$ cat config.mk
export PLATFORM = sky130hd
export DESIGN_NAME = multi_press_counter_unit_flat
export DESIGN_NICKNAME = d
export VERILOG_FILES = /design/src/design/mpc_pkg.sv /design/src/design/mpc_if.sv /design/src/design/mpc_ctrl.sv /design/src/design/mpc_dp.sv /design/src/design/multi_press_counter_unit.sv /design/src/flat_wrapper.sv
export SDC_FILE = /design/constraint.sdc
export NUM_CORES = 1
export LEC_CHECK = 0
export ABC_AREA = 1
export BUFFER_PORTS_ARGS = -buffer_cell sky130_fd_sc_hd__buf_2
export CAP_MARGIN = 20
export CELL_PAD_IN_SITES_DETAIL_PLACEMENT = 0
export CELL_PAD_IN_SITES_GLOBAL_PLACEMENT = 1
export CORE_ASPECT_RATIO = 1.4
export CORE_UTILIZATION = 46
export CTS_CLUSTER_DIAMETER = 50
export DETAILED_ROUTE_END_ITERATION = 10
export PLACE_DENSITY_LB_ADDON = 0.1
export SLEW_MARGIN = 20
export SYNTH_ARGS = -nofsm -noshare
export SYNTH_HDL_FRONTEND = slang
export SYNTH_SLANG_ARGS = --single-unit
$ cat constraint.sdc
create_clock -name clock -period 4.35 [get_ports clock]
set_input_delay 0.435 -clock clock [delete_from_list [all_inputs] [get_ports clock]]
set_output_delay 0.435 -clock clock [all_outputs]
set_load 0.005 [all_outputs]
$ cat src/design/mpc_pkg.sv
// Package: constants, codes, state and command types for the multi-press counter
`default_nettype none
package mpc_pkg;
   localparam int BUTTONS = 4;
   localparam int IDX_W = (BUTTONS > 1) ? $clog2(BUTTONS) : 1;

   localparam logic [1:0] CMD_SHORT = 2'd0;
   localparam logic [1:0] CMD_MEDIUM = 2'd1;
   localparam logic [1:0] CMD_LONG = 2'd2;
   localparam logic [1:0] CMD_TICK = 2'd3;
   localparam logic [1:0] KIND_REPORT = 2'd3;

   localparam logic [7:0] COUNT_MAX = 8'hff;
   localparam logic [15:0] TIMEOUT_RESET = 16'd500;
   localparam logic [3:0] BUTTONS_W4 = 4'(BUTTONS);

   typedef logic [IDX_W-1:0] idx_type;

   typedef enum logic [2:0] {
      ST_IDLE,
      ST_DECODE,
      ST_CHECK,
      ST_SCAN,
      ST_EMIT,
      ST_NOTE,
      ST_BUMP
   } mpc_state_type;

   typedef enum logic [1:0] {
      EMIT_NONE,
      EMIT_NOTE,
      EMIT_SCAN,
      EMIT_SAT
   } mpc_emit_type;

   typedef struct packed {
      logic load;
      logic tick;
      logic hit_clear;
      logic scan;
      logic step;
      mpc_emit_type emit;
      logic bump;
      logic arm;
   } mpc_cmd_type;

   typedef struct packed {
      logic out_free;
      logic hit;
      logic is_tick;
      logic is_short;
      logic in_range;
      logic sat;
      logic idx_last;
      logic mask_bit;
      logic again;
   } mpc_status_type;
endpackage
`default_nettype wire

$ cat src/design/mpc_if.sv
// Interfaces: press/tick request, result and timeout register channels
`default_nettype none
interface mpc_req_if;
   logic valid;
   logic ready;
   logic [1:0] cmd;
   logic [1:0] button;
   modport source (output valid, output cmd, output button, input ready);
   modport sink (input valid, input cmd, input button, output ready);
endinterface

interface mpc_rsp_if;
   logic valid;
   logic ready;
   logic [1:0] kind;
   logic [1:0] button_id;
   logic [7:0] press_total;
   logic last;
   modport source (output valid, output kind, output button_id, output press_total,
                   output last, input ready);
   modport sink (input valid, input kind, input button_id, input press_total,
                 input last, output ready);
endinterface

interface mpc_csr_if;
   logic valid;
   logic ready;
   logic [15:0] timeout_ticks;
   modport source (output valid, output timeout_ticks, input ready);
   modport sink (input valid, input timeout_ticks, output ready);
endinterface
`default_nettype wire

$ cat src/design/mpc_ctrl.sv
// Controller: sequences decode, deadline scan and result emission
`default_nettype none
module mpc_ctrl (
   input  logic clock,
   input  logic reset,
   input  logic req_valid,
   output logic req_ready,
   input  mpc_pkg::mpc_status_type status,
   output mpc_pkg::mpc_cmd_type command
);
   import mpc_pkg::*;

   mpc_state_type state_ff;
   mpc_state_type state_in;
   logic moved;

   always_ff @(posedge clock) begin
      if (reset) begin
         state_ff <= ST_IDLE;
      end else begin
         state_ff <= state_in;
      end
   end

   always_comb begin
      state_in = state_ff;
      req_ready = 1'b0;
      command = '0;
      command.emit = EMIT_NONE;
      moved = 1'b0;
      case (state_ff)
         ST_IDLE: begin
            req_ready = !reset;
            if (req_valid && req_ready) begin
               command.load = 1'b1;
               state_in = ST_DECODE;
            end
         end
         ST_DECODE: begin
            if (status.is_tick) begin
               command.tick = 1'b1;
               state_in = ST_CHECK;
            end else begin
               state_in = ST_NOTE;
            end
         end
         ST_CHECK: begin
            if (status.hit) begin
               command.hit_clear = 1'b1;
               state_in = ST_SCAN;
            end else begin
               state_in = ST_IDLE;
            end
         end
         ST_SCAN: begin
            command.scan = 1'b1;
            if (status.idx_last) begin
               state_in = ST_EMIT;
            end
         end
         ST_EMIT: begin
            if (!status.mask_bit) begin
               moved = 1'b1;
            end else if (status.out_free) begin
               command.emit = EMIT_SCAN;
               moved = 1'b1;
            end
            command.step = moved;
            if (moved && status.idx_last) begin
               command.arm = status.again;
               state_in = ST_IDLE;
            end
         end
         ST_NOTE: begin
            if (status.out_free) begin
               command.emit = EMIT_NOTE;
               state_in = (status.is_short && status.in_range) ? ST_BUMP : ST_IDLE;
            end
         end
         ST_BUMP: begin
            if (status.sat) begin
               if (status.out_free) begin
                  command.emit = EMIT_SAT;
                  state_in = ST_IDLE;
               end
            end else begin
               command.bump = 1'b1;
               command.arm = 1'b1;
               state_in = ST_IDLE;
            end
         end
         default: begin
            state_in = ST_IDLE;
         end
      endcase
   end
endmodule
`default_nettype wire

$ cat src/design/mpc_dp.sv
// Datapath: press counters, stamps, clock, deadline and result register
`default_nettype none
module mpc_dp (
   input  logic clock,
   input  logic reset,
   input  logic [1:0] req_cmd,
   input  logic [1:0] req_button,
   mpc_csr_if.sink csr_ch,
   mpc_rsp_if.source rsp_ch,
   input  mpc_pkg::mpc_cmd_type command,
   output mpc_pkg::mpc_status_type status
);
   import mpc_pkg::*;

   logic [7:0] count_ff [BUTTONS];
   logic [7:0] count_in [BUTTONS];
   logic [31:0] stamp_ff [BUTTONS];
   logic [31:0] stamp_in [BUTTONS];
   logic [31:0] now_ff, now_in;
   logic [31:0] deadline_ff, deadline_in;
   logic armed_ff, armed_in;
   logic [15:0] timeout_ff, timeout_in;
   logic [1:0] cmd_ff, cmd_in;
   logic [1:0] btn_ff, btn_in;
   idx_type idx_ff, idx_in;
   logic [BUTTONS-1:0] mask_ff, mask_in;
   logic again_ff, again_in;

   logic rsp_valid_ff, rsp_valid_in;
   logic [1:0] kind_ff, kind_in;
   logic [1:0] bid_ff, bid_in;
   logic [7:0] total_ff, total_in;
   logic last_ff, last_in;

   logic [31:0] eff_timeout;
   logic [31:0] age;
   logic [7:0] cur_count;
   logic active;
   logic eligible;
   logic above;
   logic out_free;
   logic idx_last;
   logic in_range;
   logic note_last;

   assign csr_ch.ready = !reset;
   assign rsp_ch.valid = rsp_valid_ff;
   assign rsp_ch.kind = kind_ff;
   assign rsp_ch.button_id = bid_ff;
   assign rsp_ch.press_total = total_ff;
   assign rsp_ch.last = last_ff;

   assign eff_timeout = (timeout_ff == 16'd0) ? 32'd1 : {16'd0, timeout_ff};
   assign cur_count = count_ff[idx_ff];
   assign age = now_ff - stamp_ff[idx_ff];
   assign active = (cur_count != 8'd0);
   assign eligible = active && (age >= eff_timeout);
   assign out_free = !rsp_valid_ff || rsp_ch.ready;
   assign idx_last = (idx_ff == IDX_W'(BUTTONS - 1));
   assign in_range = ({2'b00, btn_ff} < BUTTONS_W4);
   assign note_last = !((cmd_ff == CMD_SHORT) && in_range && (cur_count == COUNT_MAX - 8'd1));

   always_comb begin
      above = 1'b0;
      for (int i = 0; i < BUTTONS; i++) begin
         if (mask_ff[i] && (IDX_W'(i) > idx_ff)) begin
            above = 1'b1;
         end
      end
   end

   always_comb begin
      status.out_free = out_free;
      status.hit = armed_ff && (now_ff == deadline_ff);
      status.is_tick = (cmd_ff == CMD_TICK);
      status.is_short = (cmd_ff == CMD_SHORT);
      status.in_range = in_range;
      status.sat = (cur_count == COUNT_MAX - 8'd1);
      status.idx_last = idx_last;
      status.mask_bit = mask_ff[idx_ff];
      status.again = again_ff;
   end

   always_comb begin
      for (int i = 0; i < BUTTONS; i++) begin
         count_in[i] = count_ff[i];
         stamp_in[i] = stamp_ff[i];
      end
      now_in = now_ff;
      deadline_in = deadline_ff;
      armed_in = armed_ff;
      timeout_in = csr_ch.valid ? csr_ch.timeout_ticks : timeout_ff;
      cmd_in = cmd_ff;
      btn_in = btn_ff;
      idx_in = idx_ff;
      mask_in = mask_ff;
      again_in = again_ff;
      rsp_valid_in = rsp_valid_ff && !rsp_ch.ready;
      kind_in = kind_ff;
      bid_in = bid_ff;
      total_in = total_ff;
      last_in = last_ff;

      if (command.load) begin
         cmd_in = req_cmd;
         btn_in = req_button;
         idx_in = IDX_W'(req_button);
      end
      if (command.tick) begin
         now_in = now_ff + 32'd1;
      end
      if (command.hit_clear) begin
         armed_in = 1'b0;
         mask_in = '0;
         again_in = 1'b0;
         idx_in = '0;
      end
      if (command.scan || command.step) begin
         idx_in = idx_last ? idx_type'(0) : idx_ff + idx_type'(1);
      end
      if (command.scan) begin
         mask_in[idx_ff] = eligible;
         if (active && !eligible) begin
            again_in = 1'b1;
         end
      end
      if (command.bump) begin
         count_in[idx_ff] = cur_count + 8'd1;
         stamp_in[idx_ff] = now_ff;
      end
      if (command.arm) begin
         deadline_in = now_ff + eff_timeout;
         armed_in = 1'b1;
      end

      case (command.emit)
         EMIT_NOTE: begin
            rsp_valid_in = 1'b1;
            kind_in = cmd_ff;
            bid_in = btn_ff;
            total_in = 8'd0;
            last_in = note_last;
         end
         EMIT_SCAN: begin
            rsp_valid_in = 1'b1;
            kind_in = KIND_REPORT;
            bid_in = 2'(idx_ff);
            total_in = cur_count;
            last_in = !above;
            count_in[idx_ff] = 8'd0;
            stamp_in[idx_ff] = 32'd0;
         end
         EMIT_SAT: begin
            rsp_valid_in = 1'b1;
            kind_in = KIND_REPORT;
            bid_in = 2'(idx_ff);
            total_in = COUNT_MAX;
            last_in = 1'b1;
            count_in[idx_ff] = 8'd0;
            stamp_in[idx_ff] = 32'd0;
         end
         default: begin
         end
      endcase
   end

   always_ff @(posedge clock) begin
      if (reset) begin
         for (int i = 0; i < BUTTONS; i++) begin
            count_ff[i] <= 8'd0;
            stamp_ff[i] <= 32'd0;
         end
         now_ff <= 32'd0;
         deadline_ff <= 32'd0;
         armed_ff <= 1'b0;
         timeout_ff <= TIMEOUT_RESET;
         rsp_valid_ff <= 1'b0;
      end else begin
         for (int i = 0; i < BUTTONS; i++) begin
            count_ff[i] <= count_in[i];
            stamp_ff[i] <= stamp_in[i];
         end
         now_ff <= now_in;
         deadline_ff <= deadline_in;
         armed_ff <= armed_in;
         timeout_ff <= timeout_in;
         rsp_valid_ff <= rsp_valid_in;
      end
   end

   always_ff @(posedge clock) begin
      cmd_ff <= cmd_in;
      btn_ff <= btn_in;
      idx_ff <= idx_in;
      mask_ff <= mask_in;
      again_ff <= again_in;
      kind_ff <= kind_in;
      bid_ff <= bid_in;
      total_ff <= total_in;
      last_ff <= last_in;
   end
endmodule
`default_nettype wire

$ cat src/design/multi_press_counter_unit.sv
// Top level: multi-press button counter, controller plus datapath
//
//   channel  dir   handshake                     word
//   req_ch   in    valid/ready                   cmd[1:0], button[1:0]
//   rsp_ch   out   valid/ready                   kind[1:0], button_id[1:0], press_total[7:0], last
//   csr_ch   in    valid/ready (=1 out of reset) timeout_ticks[15:0]
//
// Medium/long press: decode, then note; short press: decode, note, then bump; plain tick: decode, then check.
// Deadline tick: decode, check, then the one-entry-per-cycle scan followed by the
// report pass, one entry per cycle unless a stalled rsp_ch holds an emit step.
// One item at a time; results leave through a single output register.
// A stalled rsp_ch holds the sequencer in its current emit step.
// Synchronous reset clears counters, stamps, clock, deadline and the output valid.
`default_nettype none
module multi_press_counter_unit (
   input  logic clock,
   input  logic reset,
   mpc_req_if.sink req_ch,
   mpc_rsp_if.source rsp_ch,
   mpc_csr_if.sink csr_ch
);
   import mpc_pkg::*;

   mpc_cmd_type command;
   mpc_status_type status;

   mpc_ctrl u_ctrl (
      .clock     (clock),
      .reset     (reset),
      .req_valid (req_ch.valid),
      .req_ready (req_ch.ready),
      .status    (status),
      .command   (command)
   );

   mpc_dp u_dp (
      .clock      (clock),
      .reset      (reset),
      .req_cmd    (req_ch.cmd),
      .req_button (req_ch.button),
      .csr_ch     (csr_ch),
      .rsp_ch     (rsp_ch),
      .command    (command),
      .status     (status)
   );
endmodule
`default_nettype wire

$ cat src/flat_wrapper.sv
// flat-port wrapper written by rule: the top's interface ports become plain ports
module multi_press_counter_unit_flat import mpc_pkg::*;
  (clock, reset, req_ch_valid, req_ch_cmd, req_ch_button, req_ch_ready, rsp_ch_valid, rsp_ch_kind, rsp_ch_button_id, rsp_ch_press_total, rsp_ch_last, rsp_ch_ready, csr_ch_valid, csr_ch_timeout_ticks, csr_ch_ready);
  mpc_req_if req_ch_i ();
  mpc_rsp_if rsp_ch_i ();
  mpc_csr_if csr_ch_i ();
  input  logic clock;
  input  logic reset;
  input wire logic [$bits(req_ch_i.valid)-1:0] req_ch_valid;
  input wire logic [$bits(req_ch_i.cmd)-1:0] req_ch_cmd;
  input wire logic [$bits(req_ch_i.button)-1:0] req_ch_button;
  output wire logic [$bits(req_ch_i.ready)-1:0] req_ch_ready;
  output wire logic [$bits(rsp_ch_i.valid)-1:0] rsp_ch_valid;
  output wire logic [$bits(rsp_ch_i.kind)-1:0] rsp_ch_kind;
  output wire logic [$bits(rsp_ch_i.button_id)-1:0] rsp_ch_button_id;
  output wire logic [$bits(rsp_ch_i.press_total)-1:0] rsp_ch_press_total;
  output wire logic [$bits(rsp_ch_i.last)-1:0] rsp_ch_last;
  input wire logic [$bits(rsp_ch_i.ready)-1:0] rsp_ch_ready;
  input wire logic [$bits(csr_ch_i.valid)-1:0] csr_ch_valid;
  input wire logic [$bits(csr_ch_i.timeout_ticks)-1:0] csr_ch_timeout_ticks;
  output wire logic [$bits(csr_ch_i.ready)-1:0] csr_ch_ready;
  assign req_ch_i.valid = req_ch_valid;
  assign req_ch_i.cmd = req_ch_cmd;
  assign req_ch_i.button = req_ch_button;
  assign req_ch_ready = req_ch_i.ready;
  assign rsp_ch_valid = rsp_ch_i.valid;
  assign rsp_ch_kind = rsp_ch_i.kind;
  assign rsp_ch_button_id = rsp_ch_i.button_id;
  assign rsp_ch_press_total = rsp_ch_i.press_total;
  assign rsp_ch_last = rsp_ch_i.last;
  assign rsp_ch_i.ready = rsp_ch_ready;
  assign csr_ch_i.valid = csr_ch_valid;
  assign csr_ch_i.timeout_ticks = csr_ch_timeout_ticks;
  assign csr_ch_ready = csr_ch_i.ready;
  multi_press_counter_unit u_core (.clock(clock), .reset(reset), .req_ch(req_ch_i), .rsp_ch(rsp_ch_i), .csr_ch(csr_ch_i));
endmodule
Word level (Yosys, flattened, before mapping)
Memory sizes are Yosys's and may differ from the RTL's. A register that Yosys moved wholly into a read port is not among the register bits. Index checks and enable logic that the tools add are counted. Widths: inputs -> output; s select.

Output and inout port bits: 16. RAM bits: 160. Register bits after elaboration: 109. Memories kept: 2.

Memory list: u_core.u_dp.stamp_ff (depth 4, bits a word 32, read ports 5, clocked after Yosys merged registers in 1, write ports 4, RTL line mpc_dp.sv:17) `logic [31:0] stamp_ff [BUTTONS];`; u_core.u_dp.count_ff (depth 4, bits a word 8, read ports 5, clocked after Yosys merged registers in 1, write ports 4, RTL line mpc_dp.sv:15) `logic [7:0] count_ff [BUTTONS];`.

Equal/unequal tests: 18. Magnitude comparators: 9. $add $sub $neg: 5. Bitwise gates (word level): 13. Reductions and logical operators: 32. Multiplexer cells: 81.

Operator list (count): $mux 128 (2); $mux 32 (7); $and 128x128->128 (1); $bwmux 128 (1); $not 128->128 (1); $demux 32 s2 (1); $mux 8 (5); $add 32x1->32 const B (1); $add 32x16->32 (1); $and 32x32->32 (1); $bwmux 32 (1); $eq 32x32->1 (1); $ge 32x16->1 (1); $not 32->32 (1); $sub 32x32->32 (1); $mux 1 (30); $mux 2 (12); $mux 3 (8); $pmux 8 s3 (1); $pmux 3 s7 (1); $demux 8 s2 (1); $logic_not 16->1 (1); $mux 16 (1); $logic_and 1x1->1 (13); 36 further kinds (64).

Longest topological paths before layout
Gate-level depths: netlist (run 1).

Depth in word-level cells: 10. Gate-level depth with buffers: 28.

Cells and area by module
From an unflattened synthesis (run 1), not the netlist that was laid out.

Cell total of the unflattened synthesis: 2334. Area, all modules: 15879.0 µm².

Modules (own cells, without submodules): mpc_dp (instances 1, cells each 2262, area each 15509.9 µm²); mpc_ctrl (instances 1, cells each 72, area each 369.1 µm²).

Worst setup path after synthesis (run 1)
OpenSTA, ideal clock, no wires.

Kind: register -> register. From: register with a tool-made name. To: register u_core.u_dp.mask_ff[0]. Required time: 4.236 ns. Path slack: 0.820 ns. Cell stages (with the launch flop): 29. Period minus slack after synthesis: 3.530 ns. Data arrival time: 3.416 ns. Path buffers: 4. Cells stage by stage: dfxtp_1 > buf_6 > inv_6 > buf_6 > buf_2 > buf_1 > nand2_1 > a32o_1 > ha_1 > nand2_1 > nand2_1 > inv_1 > nand2_1 > nand2_1 > nand2_1 > nand2_1 > nand2_1 > xor2_1 > ha_1 > a21oi_1 > o31ai_1 > nor2_1 > nand2_1 > nor2_1 > nand2_1 > a21oi_1 > nand2_1 > nand3_1 > nand2_1.

RTL lines: to (signal assigned) (RTL line mpc_dp.sv:195) `mask_ff <= mask_in;`; to (decl) (RTL line mpc_dp.sv:26) `logic [BUTTONS-1:0] mask_ff, mask_in;`.

==> results by group, run 1 <==
Run status
  – Outcome: completed

Synthesis
  – Register area share after synthesis: 35.0%
  – Unique masters post-synth: 53
  – Mapped Avg Cell Area: 6.67 sq um
  – Syn Nets: 2506
  – Yosys warning count: 0
  – Ys async rst share: 0%
  – Mapped cell area: 16000 sq um
  – EDFF count, synth: 19
  – Synth Instances: 2405
  – Ys flop type: dfxtp_1
  – Synthesis-stage register bit count: 271

Place
  – Setup Slack @ Placement: 0.346 ns
  – Gp weighted congestion: 0.967
  – DP Wirelength: 39200 um
  – I/O Buffers: 40
  – Placed cell areas: 16600 sq um

GRT
  – Antenna violations before repair: 1
  – Vias in the first global route: 14700
  – Gr ovfl total: 0
  – Largest net degree at the start of global routing: 78
  – First-pass GRT wire length: 81500 um
  – GRT Overall Usage: 29.4%

STA
  – RSZ-0062 raised after global routing: no
  – Min Tclk post-route: 3.93 ns
  – Final setup vio count: 0
  – Slew Limit Fails: 0
  – Worst setup margin: 0.417 ns
  – Final Hold Fails: 0
  – Relative slew slack: 44.1%
  – Setup tns final: 0 ns
  – Final critical-path share of the clock period: 90.4%
  – Measured slew at the worst slew-check pin: 0.830 ns
  – FMAX: 0.254 GHz
  – Worst Skew: 0.0243 ns

Finish
  – Antenna cells: 0
  – Layout Nets: 2517
  – Most common cell after layout, fill and taps aside: nand2_1
  – Layout cell share with drive strength beyond 1: 7.95%
  – Design area: 17800 sq um
  – Area Overhead vs Synth: 10.6%
  – Commonest non-fill, non-tap cells in the layout: nand2_1 (529), nor2_1 (439), a21oi_1 (294)

Power and ir drop
  – VDD IR max: 0.312 mV
  – Power per Cell Area: 523 nW/um^2
  – Static leakage: 7.49 nW

Worst setup path
  – CP dominant cell by count: nand2_1
  – Crit path launch type: flip-flop
  – Crit. End Element: flip-flop
  – Worst path arrival time: 4.34 ns
  – Setup CP Type: reg -> reg
  – Cell breakdown of the critical path: inv_4 -> buf_4 -> a21oi_1 -> a32o_1 -> ha_1 -> nand2_1 -> nor2_1 -> nand2_1 -> inv_1 -> nand2_1 -> nand2_1 -> xor2_1 -> ha_1 -> a21oi_1 -> o31ai_1 -> nor2_1 -> nand2_1 -> nor2_1 -> nand2_1 -> a21oi_1 -> nand2_2 -> nand3_1 -> nand2_1
  – Req. time, crit path: 4.76 ns
  – Crit-path max cell delay: 0.36 ns
  – CP max FO: 25
  – Worst path slowest cell: ha_1

Hold path
  – Hold Path Class: in -> reg

Clock network
  – Root buffer cell: clkbuf_16
  – Clk_lat worst skew: 0.53 ns
  – CTS tree: built
  – H-Tree Depth: 2
  – Max Buffers Root-to-Sink: 3
  – Number of CTS-inserted buffers: 34
  – Clock Pin Slew Worst Setup and Hold Paths: 0.06 ns
  – TritonCTS Sinks: 271
  – Post-CTS Setup Inserts: 0
  – Post-CTS Hold Fix Bufs: 0

Die
  – Die Width: 160 um
  – Total Die Area: 35600 sq um
  – Boundary Pins: 41
  – DIE HEIGHT: 223 um
  – Initial Util: 46.9%
  – Core ar.: 34200 sq um
  – Row count: 80

Routing
  – DR DRC count: 0
  – WL final: 52400 um
  – First-pass DRT Iterations: 5
  – Via count: 15500
  – WL per Instance: 18.1 um
  – Initial DRC Count: 1230
  – Via-to-Cell Ratio: 5.35
  – Final antenna-violating net count: 0

Job
  – Max-Cap Viols: 0
[layer usage]
| metal | track usage, % | share of wire (%) | vias up |
|---|---|---|---|
| li1 | - | - | 7773 |
| met4 | 16.4 | 5.8 | 2 |
| met5 | 0 | 0.025 | - |
| met1 | 33.9 | 41 | 7186 |
| met2 | 53.0 | 49 | 397 |
| met3 | 3.10 | 3.9 | 122 |
[report_power, final]
group          internal [mW]  total, mW  switching, mW
registers               2.66       2.76          0.105
clock network           1.65       2.78           1.13
logic                   1.18       3.74           2.56
total                   5.49       9.28           3.79
[cells in the mapped netlist, drive strengths merged (21+ instances only)]
library cell / count / area share [%]
nand4: 21 / 0.91
nand2: 532 / 13
inv: 249 / 5.9
nor2: 447 / 11
ha: 74 / 5.8
a32o: 29 / 1.8
or2: 22 / 0.86
nor3: 29 / 0.94
buf: 66 / 2.7
xnor2: 27 / 1.5
xor2: 39 / 2.1
dfxtp: 252 / 31
clkbuf: 42 / 0.98
a21oi: 294 / 9.2
nand3: 85 / 2.7
o21ai: 114 / 3.6
[flip-flops by register name, indices dropped and copies added, names as in the netlist, named ones only]
register / flops
u_core.u_dp.again_ff: 1
u_core.u_dp.stamp_ff: 128
u_core.u_dp.rsp_ch.press_total: 8
u_core.u_dp.idx_ff: 2
u_core.u_ctrl.state_ff: 3
u_core.u_dp.now_ff: 32
u_core.u_dp.armed_ff: 1
u_core.u_dp.rsp_ch.last: 1
u_core.u_dp.deadline_ff: 32
u_core.u_dp.rsp_ch.valid: 1
u_core.u_dp.rsp_ch.kind: 2
u_core.u_dp.cmd_ff: 2
u_core.u_dp.timeout_ff: 16
u_core.u_dp.rsp_ch.button_id: 2
u_core.u_dp.mask_ff: 4
u_core.u_dp.btn_ff: 2
u_core.u_dp.count_ff: 32
[cell families (layout without fill, tap and decap cells)]
kind of cell    after synthesis  count (layout)  synth area share [%]
compound gates              465             465                  16.0
xor+xnor                     66              66                  3.60
fa+ha+maj                    76              76                  6.02
buf+inv                     364             400                  9.71
flops                       271             271                  35.0
simple gates               1163            1163                  29.7
[through the flow]
| stage | cells | hold slack [ns] | utilization [%] | power [mW] |
|---|---|---|---|---|
| 3_3_place_gp | 2831 | 0.447 | 48.6 | 6.51 |
| 2_1_floorplan | 2405 | 0.429 | - | 5.38 |
| 3_5_place_dp | 2831 | 0.457 | 48.6 | 6.53 |
| 4_1_cts | 2892 | 0.0864 | 51.9 | 9.33 |
| 5_1_grt | 2892 | 0.0922 | 51.9 | 9.86 |
| 6_report | 2892 | 0.0980 | 51.9 | 9.28 |
[final timing paths]
kind / from / end / slack [ns] / cells after the start
worst max-delay path: flip-flop / u_core.u_dp.mask_ff[0] / 0.42 / 23
worst min register to register: u_core.u_dp.again_ff / u_core.u_dp.again_ff / 0.47 / 2
worst max register to register: flip-flop / u_core.u_dp.mask_ff[0] / 0.42 / 23
worst min-delay path: req_ch_cmd[1] / u_core.u_dp.cmd_ff[1] / 0.1 / 1
[area by class of cell]
| type | instances | area, sq um |
|---|---|---|
| timing repair buffer | 83 | 586 |
| sequential | 271 | 5620 |
| fill | 3534 | 16500 |
| tap | 451 | 564 |
| clock inverter | 14 | 124 |
| inverter | 256 | 971 |
| multi-input combinational | 1770 | 8910 |
| clock buffer | 47 | 981 |
[critical path: cells and delay by family, from the launching register on]
family / cells / cell delay (ns)
AOI/OAI and AO/OA: 5 / 0.70
DFF: 1 / 0.34
xor gates and xnor gates: 1 / 0.18
adders and majority gates: 2 / 0.62
and+or+nand+nor: 12 / 1.36
buffers and inverters: 3 / 0.57
[timing repair]
item,4_1_cts,5_1_grt
endpoints found under the setup margin,0,1
resized for setup,0,1
hold endpoints to repair,0,0
Note: power is estimated with default switching activity, not from simulation.
==> inputs of run 2 (changes only) <==
==> constraint.sdc (replaced) <==
create_clock -name clock -period 4.35 [get_ports clock]
set_input_delay 0.2175 -clock clock [delete_from_list [all_inputs] [get_ports clock]]
set_output_delay 0.2175 -clock clock [all_outputs]
set_load 0.005 [all_outputs]
==> run 2 against run 1 <==
Combinational power is 1% lower. Worst setup slack lost 0.045 ns. Sequential cell count stayed put. Clock skew decreased by 0.0068 ns. Sequential power about the same. Critical endpoint is now u_core.u_dp.mask_ff[2]. Largest cell class unchanged.
==> results by group, run 2 (synthesis results as in run 1) <==
Finish
  – Cell Count, Final, Fillers Out: 2904 (+0.41%)
  – Fill cells: 3544 (+0.28%)
  – Most common cell after layout, fill and taps aside: nand2_1
  – Post-layout util: 52.4% (+0.57 points)
  – Max FFs per register: 128 (unchanged)
  – Antenna cells: 0 (unchanged)
  – Area Overhead vs Synth: 11.9%
  – Commonest non-fill, non-tap cells in the layout: nand2_1 (530), nor2_1 (439), a21oi_1 (294)
  – Layout cell share with drive strength beyond 1: 7.58% (-0.37 points)
  – Top reg by flops: u_core.u_dp.stamp_ff
  – Layout Nets: 2529 (+0.48%)

GRT
  – Vias in the first global route: 14900 (+1.2%)
  – Gr ovfl total: 0 (unchanged)
  – Largest net degree at the start of global routing: 78 (unchanged)
  – First-pass GRT wire length: 82100 um (+0.71%)
  – GRT Overall Usage: 29.5% (+0.036 points)
  – Antenna violations before repair: 0 (-1)

Die
  – Core ar.: 34200 sq um (unchanged)
  – Initial Util: 46.9% (unchanged)
  – Total Die Area: 35600 sq um (unchanged)
  – Row count: 80 (unchanged)
  – Die Width: 160 um (unchanged)
  – Boundary Pins: 41 (unchanged)
  – DIE HEIGHT: 223 um (unchanged)

STA
  – RSZ-0062 raised after global routing: no
  – Final Hold Fails: 0 (unchanged)
  – Worst Skew: 0.0175 ns (-0.00679 ns)
  – Setup tns final: 0 ns (unchanged)
  – Min Tclk post-route: 3.98 ns (+0.0445 ns)
  – Final critical-path share of the clock period: 91.4% (+1.0 points)
  – Relative slew slack: 48.6% (+4.5 points)
  – Measured slew at the worst slew-check pin: 0.763 ns (-0.0664 ns)
  – FMAX: 0.251 GHz (-1.1%)
  – Final setup vio count: 0 (unchanged)
  – Slew Limit Fails: 0 (unchanged)

Worst setup path
  – Worst path slowest cell: dfxtp_2
  – Cell breakdown of the critical path: buf_12 -> buf_4 -> nand2_1 -> a32o_1 -> ha_1 -> nand2_1 -> nor2_1 -> nand2_1 -> inv_1 -> nand2_1 -> nand2_1 -> xor2_1 -> ha_1 -> a21oi_1 -> o31ai_1 -> nor2_1 -> nand2_1 -> nor2_1 -> nand2_1 -> a21oi_1 -> nand2_1 -> nand3_1 -> nand2_1
  – Crit. End Element: flip-flop
  – Crit path buf inv count: 3 (unchanged)
  – CP max FO: 23 (-8.0%)
  – Crit-path max cell delay: 0.43 ns (+0.07 ns)
  – Setup CP Type: reg -> reg
  – Crit path launch type: flip-flop
  – CP dominant cell by count: nand2_1
  – Worst path arrival time: 4.46 ns (+0.12 ns)
  – Req. time, crit path: 4.83 ns (+0.07 ns)
  – Largest delay contributor family on the critical path: simple AND/OR/NAND/NOR gates

Power and ir drop
  – Overall power: 9.31 mW (+0.33%)
  – VDD IR max: 0.517 mV (+66%)
  – Power per Cell Area: 519 nW/um^2 (-0.77%)
  – Static leakage: 7.55 nW (+0.84%)

Clock network
  – H-Tree Depth: 1 (-1)
  – Root buffer cell: clkbuf_16
  – Number of CTS-inserted buffers: 31 (-8.8%)
  – Clk_lat worst skew: 0.59 ns (+0.06 ns)
  – Post-CTS Setup Inserts: 0 (unchanged)
  – TritonCTS Sinks: 271 (unchanged)
  – Clock Pin Slew Worst Setup and Hold Paths: 0.06 ns (about the same)
  – CTS tree: built
  – Max Buffers Root-to-Sink: 3 (unchanged)
  – CTS resizes: 0 (unchanged)

Run status
  – Outcome: completed

Hold path
  – Hold Path Class: in -> reg
  – Hold Path Origin: csr_ch_valid

Place
  – I/O Buffers: 40 (unchanged)
  – Gp weighted congestion: 0.927 (-4.2%)
  – DP Wirelength: 39000 um (-0.65%)
  – Placed instance count: 2821 (-0.35%)

Routing
  – WL final: 52000 um (-0.75%)
  – First-pass DRT Iterations: 5 (unchanged)
  – Initial DRC Count: 1007 (-18%)
  – DR DRC count: 0 (unchanged)
  – Via-to-Cell Ratio: 5.37 (+0.24%)
  – WL per Instance: 17.9 um (-1.2%)
  – Final antenna-violating net count: 0 (unchanged)
  – Via count: 15600 (+0.66%)

Job
  – Max-Cap Viols: 0 (unchanged)
## run 2: repair_timing
item / in CTS / in global routing
endpoints found under the setup margin: 0 / 0
endpoints found under the hold margin: 22 / 0
hold buffers: 25 / 0
## run 2: cell type report
type	count	area [sq um]	area share, %
Clock inverter	14	173	0.962
Sequential cell	271	5620	31.3
Multi-Input combinational cell	1770	8910	49.6
Tap cell	451	564	3.14
Timing Repair Buffer	98	761	4.24
Inverter	256	971	5.41
Clock buffer	44	956	5.33
## run 2: stage by stage
| stage | setup slack, ns | hold slack (ns) | cell area, sq um |
|---|---|---|---|
| finish | 0.373 | 0.0160 | 17900 |
| global route | 0.0608 | 0.0275 | 17900 |
| CTS | 0.344 | 0.00470 | 17900 |
| detailed placement | 0.367 | 0.396 | 16600 |
| global placement | 0.399 | 0.396 | 16600 |
| floorplan | 0.820 | 0.316 | 16000 |
## run 2: per-layer routing
layer / GRT usage [%] / vias to the layer above / wire length, um
met2: 54.0 / 395 / 26000
met1: 33.1 / 7254 / 20700
met3: 2.97 / 119 / 2210
li1: - / 7814 / -
met4: 16.7 / 0 / 3090
met5: 0 / - / 0
## run 2: worst reg2reg max path, cell delays in order (launching register included)
cell     delay (ns)
dfxtp_2        0.43
buf_12         0.19
buf_4          0.27
nand2_1        0.08
a32o_1         0.25
ha_1           0.35
nand2_1        0.12
nor2_1         0.25
nand2_1        0.12
inv_1          0.06
nand2_1        0.05
nand2_1        0.18
xor2_1         0.18
ha_1           0.26
a21oi_1        0.13
o31ai_1        0.08
nor2_1         0.10
nand2_1        0.06
nor2_1         0.08
nand2_1        0.05
a21oi_1        0.12
nand2_1        0.25
nand3_1        0.15
nand2_1        0.06
## run 2: path summary, 6_finish.rpt
kind / slack [ns] / endpoint / cells after the start
min reg2reg: 0.46 / u_core.u_dp.count_ff[1][4] / 2
max: 0.37 / u_core.u_dp.mask_ff[2] / 23
min: 0.02 / u_core.u_dp.timeout_ff[6] / 2
max reg2reg: 0.37 / u_core.u_dp.mask_ff[2] / 23
## run 2: power breakdown
part | total, mW | internal (mW) | switching, mW
Combinational | 3.70 | 1.17 | 2.54
Sequential | 2.77 | 2.66 | 0.107
Clock | 2.84 | 1.71 | 1.13
==> inputs of run 3 (changes only) <==
- CORE_UTILIZATION: 46 -> 47
- CTS_BUF_LIST: not set -> sky130_fd_sc_hd__clkbuf_4 sky130_fd_sc_hd__clkbuf_8
==> run 3 against run 2 <==
Wire length down 3.0%. Clock power shrank 19%. Sequential power hardly changed. Largest cell class unchanged.
==> results by group, run 3 (synthesis results as in run 1) <==
Power and ir drop
  – VDD IR max: 0.253 mV (-51%)
  – Power per Cell Area: 493 nW/um^2 (-5.0%)
  – Static leakage: 7.45 nW (-1.4%)
  – Overall power: 8.70 mW (-6.5%)

Finish
  – Top reg by flops: u_core.u_dp.stamp_ff
  – Most common cell after layout, fill and taps aside: nand2_1
  – Max FFs per register: 128 (unchanged)
  – Layout Nets: 2535 (+0.24%)
  – Fill cells: 3463 (-2.3%)
  – Reg area: 5620 sq um (unchanged)
  – Multi-input gate area: 8910 sq um (about the same)
  – Area Overhead vs Synth: 10.1%
  – Cell Count, Final, Fillers Out: 2908 (+0.14%)
  – Layout cell share with drive strength beyond 1: 8.00% (+0.42 points)
  – Commonest non-fill, non-tap cells in the layout: nand2_1 (530), nor2_1 (439), a21oi_1 (294)

Clock network
  – Number of CTS-inserted buffers: 44 (+42%)
  – CTS tree: built
  – Post-CTS Setup Inserts: 0 (unchanged)
  – Root buffer cell: clkbuf_8
  – TritonCTS Sinks: 271 (unchanged)
  – Clk_lat worst skew: 0.57 ns (-0.02 ns)
  – H-Tree Depth: 2 (+1)
  – Clock Pin Slew Worst Setup and Hold Paths: 0.06 ns (about the same)
  – Max Buffers Root-to-Sink: 3 (unchanged)

Die
  – Initial Util: 48.0% (+1.2 points)
  – Core ar.: 33400 sq um (-2.4%)
  – Total Die Area: 34900 sq um (-2.1%)
  – Die Width: 158 um (-1.1%)
  – Row count: 79 (-1.3%)
  – Boundary Pins: 41 (unchanged)
  – DIE HEIGHT: 221 um (-1.1%)

GRT
  – Vias in the first global route: 14400 (-3.2%)
  – Gr ovfl total: 0 (unchanged)
  – GRT Overall Usage: 29.4% (-0.030 points)
  – First-pass GRT wire length: 78500 um (-4.4%)
  – Largest net degree at the start of global routing: 78 (unchanged)
  – Antenna violations before repair: 1 (+1)

Worst setup path
  – Crit. End Element: flip-flop
  – R2R Path End: u_core.u_dp.again_ff
  – Req. time, crit path: 4.83 ns (about the same)
  – Worst reg2reg setup slack: 0.35 ns (-0.02 ns)
  – Setup CP Type: reg -> reg
  – Reg2Reg Depth: 22 (-4.3%)
  – CP max FO: 39 (+70%)
  – Crit path launch type: flip-flop
  – Worst path arrival time: 4.48 ns (+0.02 ns)

STA
  – Slew Limit Fails: 0 (unchanged)
  – Worst setup margin: 0.353 ns (-0.0198 ns)
  – Min Tclk post-route: 4.00 ns (+0.0198 ns)
  – Worst Skew: 0.0276 ns (+0.0101 ns)
  – RSZ-0062 raised after global routing: no
  – FMAX: 0.250 GHz (-0.49%)
  – Measured slew at the worst slew-check pin: 0.864 ns (+0.101 ns)
  – Final critical-path share of the clock period: 91.9% (+0.45 points)
  – Final setup vio count: 0 (unchanged)
  – Hold Slack: 0.0409 ns (+0.0249 ns)
  – Setup tns final: 0 ns (unchanged)
  – Final Hold Fails: 0 (unchanged)
  – Relative slew slack: 41.8% (-6.8 points)

Hold path
  – Hold Path Class: in -> reg
  – Hold Path Origin: csr_ch_valid
  – Hold Path Cell Cnt: 2 (unchanged)
  – Hold Path End: u_core.u_dp.timeout_ff[7]

Routing
  – First-pass DRT Iterations: 5 (unchanged)
  – Initial DRC Count: 1040 (+3.3%)
  – DR DRC count: 0 (unchanged)
  – Via count: 15400 (-0.95%)
  – WL per Instance: 17.3 um (-3.2%)
  – Final antenna-violating net count: 0 (unchanged)
  – WL final: 50400 um (-3.0%)
  – Via-to-Cell Ratio: 5.31 (-1.1%)

Place
  – I/O Buffers: 40 (unchanged)
  – Setup Slack @ Placement: 0.470 ns (+0.103 ns)
  – Gp weighted congestion: 0.898 (-3.0%)
  – Placed instance count: 2808 (-0.46%)
  – DP Wirelength: 36600 um (-6.0%)

Job
  – Max-Cap Viols: 0 (unchanged)

Run status
  – Outcome: completed
## run 3: repair_timing
item	CTS	global route
resized for setup	0	0
endpoints found under the hold margin	23	0
hold buffers	25	0
## run 3: final cells by class
type | instances | share of cell area, %
multi-input cells | 1770 | 50.4
flip-flops and latches | 271 | 31.8
inverters | 256 | 5.50
clock buffers | 72 | 4.97
repair buffers | 91 | 4.08
well taps | 445 | 3.15
clock inverters | 2 | 0.0567
diodes | 1 | 0.0142
## run 3: worst max-delay path by stage
stage	from	endpoint	slack, ns	cells past startpoint
after floorplan	flip-flop	u_core.u_dp.mask_ff[0]	0.82	28
after global placement	flip-flop	u_core.u_dp.mask_ff[0]	0.38	19
after detailed placement	flip-flop	u_core.u_dp.mask_ff[2]	0.47	23
after CTS	flip-flop	u_core.u_dp.again_ff	0.44	18
after global routing	flip-flop	u_core.u_dp.mask_ff[0]	0.05	23
final	flip-flop	u_core.u_dp.again_ff	0.35	22
## run 3: metrics by stage
stage | utilization [%] | area (sq um)
2_1_floorplan | - | 16000
3_3_place_gp | 49.5 | 16500
3_5_place_dp | 49.5 | 16500
4_1_cts | 52.9 | 17700
5_1_grt | 52.9 | 17700
6_report | 52.9 | 17700
## run 3: worst max-delay path, cell delays in order, from the launching register on
cell	delay (ns)
dfxtp_2	0.39
inv_6	0.25
nand2_1	0.09
a32oi_1	0.53
inv_1	0.11
ha_1	0.33
nand3_1	0.09
nand2_1	0.12
nand2_1	0.09
nand2_1	0.12
nand2_1	0.08
nand2_1	0.08
xor2_1	0.15
ha_1	0.31
a21oi_1	0.14
o31ai_1	0.09
nor2_1	0.10
nand2_1	0.05
nor2_1	0.08
nand2_1	0.06
a21oi_1	0.11
nand2_1	0.27
o21ai_0	0.25
## run 3: metal layers
metal / GRT usage (%) / up-vias / share of wire (%)
met5: 0 / - / 0
met3: 3.07 / 101 / 4.2
met4: 12.6 / 0 / 3.9
met1: 35.5 / 7131 / 42
met2: 52.5 / 375 / 49
li1: - / 7827 / -
## run 3: power by group
group | total [mW] | internal [mW] | switching [mW]
Combinational | 3.65 | 1.17 | 2.48
Clock | 2.29 | 1.26 | 1.02
Sequential | 2.77 | 2.66 | 0.108
Total | 8.70 | 5.09 | 3.61
